$ cat src/hw/rtl/stgr_pkg.sv
// ---------------------------------------------------------------------------
// stgr_pkg: shared definitions for the square tile grid rotator
// command and status codes, register indexes, width helpers
// ---------------------------------------------------------------------------
package stgr_pkg;

    // fixed field widths
    localparam int ACTION_W    = 3;
    localparam int COORD_IN_W  = 7;
    localparam int GRID_REG_W  = 7;
    localparam int CELL_PORT_W = 32;
    localparam int STATUS_W    = 2;
    localparam int CFG_IDX_W   = 1;

    // parameter defaults
    localparam int MAX_SIDE_DEF  = 64;
    localparam int CELL_BITS_DEF = 32;

    // register reset value
    localparam logic [GRID_REG_W-1:0] GRID_RESET = 7'd64;

    // register indexes
    localparam logic [CFG_IDX_W-1:0] REG_GRID_WIDTH  = 1'b0;
    localparam logic [CFG_IDX_W-1:0] REG_GRID_HEIGHT = 1'b1;

    // command codes
    localparam logic [ACTION_W-1:0] ACT_READ        = 3'd0;
    localparam logic [ACTION_W-1:0] ACT_WRITE       = 3'd1;
    localparam logic [ACTION_W-1:0] ACT_ROT_RIGHT   = 3'd2;
    localparam logic [ACTION_W-1:0] ACT_ROT_LEFT    = 3'd3;
    localparam logic [ACTION_W-1:0] ACT_MIRROR_ROWS = 3'd4;
    localparam logic [ACTION_W-1:0] ACT_MIRROR_COLS = 3'd5;

    // status codes
    localparam logic [STATUS_W-1:0] ST_DONE    = 2'd0;
    localparam logic [STATUS_W-1:0] ST_RANGE   = 2'd1;
    localparam logic [STATUS_W-1:0] ST_REFUSED = 2'd2;

    // walker control from the sequencer
    typedef struct packed {
        logic start;
        logic step;
    } walk_ctl_t;

    // bits to hold a side length up to and including max_side
    function automatic int side_w(input int max_side);
        return $clog2(max_side + 1);
    endfunction

    // bits to hold a coordinate below max_side
    function automatic int coord_w(input int max_side);
        return (max_side > 1) ? $clog2(max_side) : 1;
    endfunction

    // bits to address max_side * max_side cells
    function automatic int addr_w(input int max_side);
        return (max_side * max_side > 1) ? $clog2(max_side * max_side) : 1;
    endfunction

endpackage

$ cat src/hw/rtl/stgr_walker.sv
// ---------------------------------------------------------------------------
// stgr_walker: address walker for whole-grid transforms
// steps row-major over an s-by-s region, gives the source and target cells
// ---------------------------------------------------------------------------
module stgr_walker #(
    parameter int MAX_SIDE = stgr_pkg::MAX_SIDE_DEF
) (
    input  logic                                    clk,
    input  logic                                    rst_n,
    input  stgr_pkg::walk_ctl_t                     ctl,
    input  logic [stgr_pkg::ACTION_W-1:0]           kind,
    input  logic [stgr_pkg::side_w(MAX_SIDE)-1:0]   side,
    output logic [stgr_pkg::addr_w(MAX_SIDE)-1:0]   src,
    output logic [stgr_pkg::addr_w(MAX_SIDE)-1:0]   dst,
    output logic                                    last
);
    import stgr_pkg::*;

    localparam int SIDE_W  = side_w(MAX_SIDE);
    localparam int COORD_W = coord_w(MAX_SIDE);
    localparam int ADDR_W  = addr_w(MAX_SIDE);
    localparam int PROD_W  = SIDE_W + COORD_W;

    logic [COORD_W-1:0] x_reg;
    logic [COORD_W-1:0] y_reg;
    logic [ADDR_W-1:0]  src_reg;
    logic [COORD_W-1:0] s_m1;
    logic [COORD_W-1:0] mul_sel;
    logic [COORD_W-1:0] add_sel;
    logic [PROD_W-1:0]  dst_full;

    assign s_m1 = COORD_W'(side - 1'b1);
    assign last = (x_reg == s_m1) && (y_reg == s_m1);
    assign src  = src_reg;

    // target cell is side * mul_sel + add_sel
    always_comb
    begin
        unique case (kind)
            ACT_ROT_RIGHT:
            begin
                mul_sel = x_reg;
                add_sel = s_m1 - y_reg;
            end
            ACT_ROT_LEFT:
            begin
                mul_sel = s_m1 - x_reg;
                add_sel = y_reg;
            end
            ACT_MIRROR_ROWS:
            begin
                mul_sel = s_m1 - y_reg;
                add_sel = x_reg;
            end
            default:
            begin
                mul_sel = y_reg;
                add_sel = s_m1 - x_reg;
            end
        endcase
    end

    assign dst_full = PROD_W'(side) * PROD_W'(mul_sel) + PROD_W'(add_sel);
    assign dst      = dst_full[ADDR_W-1:0];

    always_ff @(posedge clk or negedge rst_n)
    begin
        if (!rst_n)
        begin
            x_reg   <= '0;
            y_reg   <= '0;
            src_reg <= '0;
        end
        else if (ctl.start)
        begin
            x_reg   <= '0;
            y_reg   <= '0;
            src_reg <= '0;
        end
        else if (ctl.step)
        begin
            src_reg <= src_reg + 1'b1;
            if (x_reg == s_m1)
            begin
                x_reg <= '0;
                y_reg <= y_reg + 1'b1;
            end
            else
            begin
                x_reg <= x_reg + 1'b1;
            end
        end
    end

endmodule

$ cat config.mk
export PLATFORM = sky130hd
export DESIGN_NAME = stgr_walker
export DESIGN_NICKNAME = d
export VERILOG_FILES = /design/src/hw/rtl/stgr_pkg.sv /design/src/hw/rtl/stgr_walker.sv
export SDC_FILE = /design/constraint.sdc
export NUM_CORES = 1
export LEC_CHECK = 0
export BUFFER_PORTS_ARGS = -buffer_cell sky130_fd_sc_hd__clkbuf_2
export CORE_MARGIN = 5
export CORE_UTILIZATION = 35
export CTS_BUF_LIST = sky130_fd_sc_hd__clkbuf_8
export CTS_CLUSTER_DIAMETER = 50
export DETAILED_ROUTE_END_ITERATION = 10
export SYNTH_ARGS = -nofsm -noshare
export SYNTH_HDL_FRONTEND = slang
export SYNTH_SLANG_ARGS = --single-unit
$ cat constraint.sdc
create_clock -name clk -period 24.9 [get_ports clk]
set_input_delay 7.47 -clock clk [delete_from_list [all_inputs] [get_ports clk]]
set_output_delay 7.47 -clock clk [all_outputs]
set_load 0.05 [all_outputs]
==> results.ini, run 1 <==
[critical_path]
reg2reg_depth=7
worstPathArrival_ns=14.20
reg2reg_to=y_reg[5]$_DFFE_PN0P_
setup.worst_path.start_class=primary input
critPathKind=in -> out
cp-end-kind=primary output
crit_path_max_fanout=11
reg2reg_setup_slack_ns=22.82
r2r_start=x_reg[2]$_DFFE_PN0P_
cp.required_ns=17.43

[global_route]
grt_usage_pct=14.5
grt_antenna_before_repair=0
grt_pass1_vias=2908
grt_first_pass_wirelength_um=14200
grt_max_degree=25
overflow=0

[final_layout]
diodes=0
final_cell_mix=inv_1, nand2_1, ha_1
drive_above_1_share_pct=11.4
largest_reg_flops=12
areaGrowthSynthToFinish_pct=10.4
layout_commonest_cell=inv_1
nNetsFinal=532

[place]
globalplace.congestion=0.950
place_hpwl_um=6850
port_buffers=38

[timing]
maxSlewViolCount=0
tns_ns=0
fin_skew_ns=0.00447
rsz0062_at_grt=false
slew_headroom_pct=35.1
worst_slew_pin_slew_ns=0.973
period_minus_slack_ns=21.67
clock.fmax_ghz=0.0461
setup_viol=0
post-route-period-util_pct=87.0
hold_viol=0

[floorplan]
die_area_um2=12100
rows=36
coreArea_um2=9730
die_y_um=110
ioPinCount=39
start_util_pct=35.8
fp.dieW_um=110

[pwr]
pwr-share-seq_pct=19.2
peakVddDrop_mv=0.0452
comb_power_share_pct=68.7
p_clk_share_pct=12.0
switching_share_pct=53.3
p_switching_mw=0.113
power.total_mw=0.211
p_leak_nw=1.86
power.density_nw_per_um2=54.8
internal_power_mw=0.0985

[min_path]
hold_class=reg -> reg
hp-start=src[11]$_DFFE_PN0P_
whs_path_depth=2
hold_path_end=src[11]$_DFFE_PN0P_

[detailed_routing]
vias=2940
routedWlPerCell_um=14.3
first_pass_iters=4
dr.first_iter.drc_count=135
via_per_inst=5.06
drc_errors=0
antenna_left=0
drt-total-wl_um=8300

[logic_synthesis]
synth-seq-cells=24
async_reset_ff_share_pct=100
synth_edf_count=0
synth.avg_cell_area_um2=8.36
synth_seq_area_share_pct=17.2
synth_top_area_share_pct=17.2
netlist_instances=417
synth_area_um2=3490
synth_area_leader_cell=dfrtp_1
ys_types=55
ys.flop_type=dfrtp_1
syn_nets=500
yosysWarnings=0
synth.top_cells.by_area=dfrtp_1, ha_1, fa_1

[clock_tree]
ctsHtreeMaxLevel=1
clock-sinks=24
clockRootBuffer=clkbuf_8
cts_buffers=3
cts.reportedPaths.clkPinSlew_ns=0.08
clock_latency_ns=0.26
cts_setup_buffers=0
cts_resized=0
ctsHoldBuffers=0
cts_tree=yes
clk_path_buf_depth=2

[outcome]
status=complete, no violations

[job]
max_cap_violations=0

critical path, cell delays in order:
cell and delay, ns:
clkbuf_2 0.24, inv_1 0.08, ha_1 0.37, inv_1 0.08, ha_1 0.28, nor2b_1 0.14, o31a_1 0.24, o21ai_0 0.27
and3_1 0.24, o211ai_2 0.10, a21oi_1 0.38, nand2_1 0.14, fa_1 0.52, fa_1 0.54, inv_1 0.05, fa_1 0.52
inv_1 0.05, fa_1 0.53, inv_1 0.04, ha_1 0.32, o21a_1 0.13, o21a_1 0.18, o41ai_1 0.44, o21ai_0 0.19
xnor3_1 0.39, clkbuf_2 0.27
worst max-delay path by stage:
stage	from	end	slack, ns	cells after the start
final	side[0]	dst[11]	3.23	26
after global routing	side[0]	dst[11]	2.58	26
after CTS	side[0]	dst[11]	3.14	26
after detailed placement	side[0]	dst[11]	3.16	26
after global placement	side[0]	dst[11]	3.35	26
after floorplan	side[1]	dst[11]	3.70	25
routing by layer:
| layer | track usage (%) | vias up | share of wire (%) |
|---|---|---|---|
| met5 | 0 | - | 0 |
| li1 | - | 1468 | - |
| met2 | 23.7 | 63 | 45 |
| met1 | 21.5 | 1407 | 51 |
| met3 | 1.06 | 2 | 4.5 |
| met4 | 1.60 | 0 | 0.24 |
per-stage QoR:
stage | instances | util [%] | area [um^2] | setup slack [ns] | hold WS [ns]
floorplan | 417 | - | 3490 | 3.70 | 0.533
global placement | 577 | 39.0 | 3790 | 3.35 | 0.534
detailed placement | 577 | 39.0 | 3790 | 3.16 | 0.542
CTS | 581 | 39.6 | 3850 | 3.14 | 0.564
global route | 581 | 39.6 | 3850 | 2.58 | 0.598
finish | 581 | 39.6 | 3850 | 3.23 | 0.557
synthesized netlist by cell type, types with 11 or more instances:
| library cell | n |
|---|---|
| nand2_1 | 46 |
| dfrtp_1 | 24 |
| xnor2_1 | 20 |
| ha_1 | 44 |
| xor2_1 | 11 |
| fa_1 | 25 |
| and2_1 | 18 |
| inv_1 | 54 |
| o21ai_0 | 18 |
| nor2_1 | 37 |
| a21oi_1 | 20 |
power by group through the flow:
stage | clock network (mW) | registers (mW) | logic, mW
2_1_floorplan | 0 | 0.0423 | 0.116
3_3_place_gp | 0 | 0.0413 | 0.145
3_5_place_dp | 0 | 0.0413 | 0.147
4_1_cts | 0.0267 | 0.0406 | 0.148
5_1_grt | 0.0285 | 0.0407 | 0.161
6_report | 0.0254 | 0.0406 | 0.145
area by class of cell:
type	count	area (um^2)
fillers	1025	5880
repair buffers	39	198
multi-input cells	326	2620
well taps	133	166
inverters	55	206
flip-flops and latches	24	601
clock buffers	4	55.1
cells by family (layout without fill, tap and decap cells):
group / Yosys count / count (layout) / share of synthesized area (%)
XOR/XNOR: 34 / 34 / 9.72
AO/OA/AOI/OAI: 75 / 75 / 14.2
multiplexers: 5 / 5 / 1.44
adder cells (fa/ha/maj): 69 / 69 / 30.1
flip-flops: 24 / 24 / 17.2
AND/OR/NAND/NOR: 143 / 143 / 19.7
buffers and inverters: 67 / 98 / 7.57
(Power assumes the default switching activity.)
==> run 2, diff against run 1 <==
- ABC_AREA: default -> 1
==> run 2 against run 1 <==
Net effect: synthesized cell count up 13%; sequential share of layout area fell by 0.20 points; die area grew 0.56%; worst hold slack lost 0.023 ns.
==> results.ini, run 2 <==
[outcome]
status=complete, no violations  ; unchanged

[pwr]
peakVddDrop_mv=0.0664  ; was 0.0452 mV
p_leak_nw=2.05  ; was 1.86 nW
pwr-share-seq_pct=14.5  ; was 19.2%
internal_power_mw=0.132  ; was 0.0985 mW
switching_share_pct=58.8  ; was 53.3%
p_switching_mw=0.189  ; was 0.113 mW
power.total_mw=0.322  ; was 0.211 mW
power.density_nw_per_um2=82.5  ; was 54.8 nW/um^2
comb_power_share_pct=74.5  ; was 68.7%
p_clk_share_pct=10.9  ; was 12.0%

[clock_tree]
ctsHtreeMaxLevel=1  ; unchanged
clockRootBuffer=clkbuf_8  ; unchanged
cts_setup_buffers=0  ; unchanged
cts.reportedPaths.clkPinSlew_ns=0.10  ; was 0.08 ns
cts_buffers=3  ; unchanged
clock-sinks=24  ; unchanged
cts_tree=yes  ; unchanged
ctsHoldBuffers=0  ; unchanged
clock_latency_ns=0.28  ; was 0.26 ns
clk_path_buf_depth=2  ; unchanged
cts_resized=0  ; unchanged

[global_route]
grt_antenna_before_repair=0  ; unchanged
grt.busiest_layer=met2  ; unchanged
grt_first_pass_wirelength_um=15600  ; was 14200 um
grt_max_degree=25  ; unchanged
overflow=0  ; unchanged
use_met2_pct=27.3  ; was 23.7%
grt_pass1_vias=3292  ; was 2908
grtUsageMet3_pct=1.34  ; was 1.06%
grt_usage_pct=16.3  ; was 14.5%
gr-usage-met1_pct=22.2  ; was 21.5%

[detailed_routing]
drt-total-wl_um=9040  ; was 8300 um
first_pass_iters=5  ; was 4
antenna_left=0  ; unchanged
routedWlPerCell_um=14.1  ; was 14.3 um
drc_errors=0  ; unchanged
vias=3251  ; was 2940
via_per_inst=5.06  ; about the same
dr.first_iter.drc_count=302  ; was 135

[timing]
tns_ns=0  ; unchanged
fin_skew_ns=0.0104  ; was 0.00447 ns
clock.fmax_ghz=0.0476  ; was 0.0461 GHz
slew_headroom_pct=58.6  ; was 35.1%
period_minus_slack_ns=21.01  ; was 21.67 ns
post-route-period-util_pct=84.4  ; was 87.0%
worst_slew_pin_slew_ns=0.622  ; was 0.973 ns
rsz0062_at_grt=false  ; unchanged
hold_viol=0  ; unchanged
maxSlewViolCount=0  ; unchanged
setup_viol=0  ; unchanged

[final_layout]
layout_commonest_cell=inv_1  ; unchanged
diodes=0  ; unchanged
final_cell_mix=inv_1, nand2_1, nor2_1  ; was inv_1, nand2_1, ha_1
postLayoutCoreUtil_pct=39.9  ; was 39.6%
nNetsFinal=593  ; was 532
largest_reg_flops=12  ; unchanged
areaGrowthSynthToFinish_pct=11.1  ; was 10.4%
drive_above_1_share_pct=11.6  ; was 11.4%
fill_cells=1052  ; was 1025
design_area_um2=3900  ; was 3850 um^2

[critical_path]
setup.worst_path.start_class=primary input  ; unchanged
crit_family=adder cells  ; unchanged
cp-end-kind=primary output  ; unchanged
worstPathArrival_ns=13.54  ; was 14.20 ns
crit_path_max_fanout=5  ; was 11
path_buf_inv=8  ; was 7
critPathKind=in -> out  ; unchanged
cp_slowest_cell=fa_1  ; unchanged
cp.required_ns=17.43  ; about the same
critPathMaxStageDelay_ns=0.55  ; was 0.54 ns

[logic_synthesis]
synth_area_leader_cell=dfrtp_1  ; unchanged
synth_area_um2=3510  ; was 3490 um^2
ys_types=34  ; was 55
synth.avg_cell_area_um2=7.45  ; was 8.36 um^2
yosys-top-cells-count=inv_1, nand2_1, nor2_1  ; was inv_1, nand2_1, ha_1
syn_nets=554  ; was 500
synth_top_area_share_pct=17.1  ; was 17.2%
synth.most_common_cell=inv_1  ; unchanged
ys.flop_type=dfrtp_1  ; unchanged
synth_edf_count=0  ; unchanged
async_reset_ff_share_pct=100  ; unchanged
synth-seq-cells=24  ; unchanged
netlist_instances=471  ; was 417
synth_seq_area_share_pct=17.1  ; was 17.2%
yosysWarnings=0  ; unchanged
synth.top_cells.by_area=dfrtp_1, ha_1, fa_1  ; unchanged

[floorplan]
rows=36  ; unchanged
ioPinCount=39  ; unchanged
die_y_um=110  ; about the same
die_area_um2=12100  ; about the same
coreArea_um2=9770  ; was 9730 um^2
fp.dieW_um=110  ; about the same
start_util_pct=35.9  ; was 35.8%

[place]
place_hpwl_um=7650  ; was 6850 um
globalplace.congestion=0.972  ; was 0.950
place_area_um2=3830  ; was 3790 um^2
port_buffers=38  ; unchanged

[min_path]
hold_class=reg -> reg  ; unchanged

[job]
max_cap_violations=0  ; unchanged

-- run 2: logic make-up (layout without fill, tap and decap cells) --
logic type      after synthesis  count (layout)  synth area share, %
flops                        24              24                 17.1
simple gates                184             184                 23.9
fa+ha+maj                    69              69                 30.0
xor+xnor                     24              24                 5.99
buf+inv                      92             130                 10.6
compound gates               78              78                 12.5
-- run 2: area by class of cell --
type | count | area, um^2 | area share (%)
Sequential cell | 24 | 601 | 15.4
Multi-Input combinational cell | 355 | 2540 | 65.1
Inverter | 88 | 332 | 8.51
Clock buffer | 3 | 41.3 | 1.06
Tap cell | 133 | 166 | 4.27
Timing Repair Buffer | 38 | 190 | 4.88
Clock inverter | 1 | 30.0 | 0.770
-- run 2: through the flow --
step                instances  setup WS (ns)  hold WS, ns
floorplan                 471           4.30        0.496
finish                    642           3.89        0.534
global placement          638           4.11        0.507
CTS                       642           3.92        0.534
global route              642           3.26        0.579
detailed placement        638           3.93        0.520
-- run 2: final timing paths --
kind	start	endpoint	slack [ns]	cells past startpoint
setup / recovery	side[1]	dst[9]	3.89	33
hold / removal	src[7]$_DFFE_PN0P_	src[7]$_DFFE_PN0P_	0.53	1
setup reg to reg	x_reg[1]$_DFFE_PN0P_	y_reg[4]$_DFFE_PN0P_	22.89	11
hold reg to reg	src[7]$_DFFE_PN0P_	src[7]$_DFFE_PN0P_	0.53	1
max in group asynchronous	rst_n	y_reg[0]$_DFFE_PN0P_	17.30	1
min in group asynchronous	rst_n	src[11]$_DFFE_PN0P_	7.19	1
-- run 2: power by group through the flow --
stage / Sequential (mW) / Clock (mW) / Combinational, mW
2_1_floorplan: 0.0511 / 0 / 0.185
3_3_place_gp: 0.0474 / 0 / 0.240
3_5_place_dp: 0.0475 / 0 / 0.241
4_1_cts: 0.0467 / 0.0354 / 0.242
5_1_grt: 0.0474 / 0.0370 / 0.267
6_report: 0.0468 / 0.0351 / 0.240
-- run 2: metal layers --
layer,vias to the layer above,share of wire (%)
li1,1616,-
met1,1510,46
met2,106,46
met3,19,5.6
met4,0,2.6
met5,-,0
-- run 2: worst reg2reg max path, delay by kind of cell (launching register included) --
kind                       cells  cell delay [ns]
AOI/OAI and AO/OA              1             0.04
buffers and inverters          1             0.14
and+or+nand+nor                8             0.92
adders and majority gates      1             0.33
DFF                            1             0.48
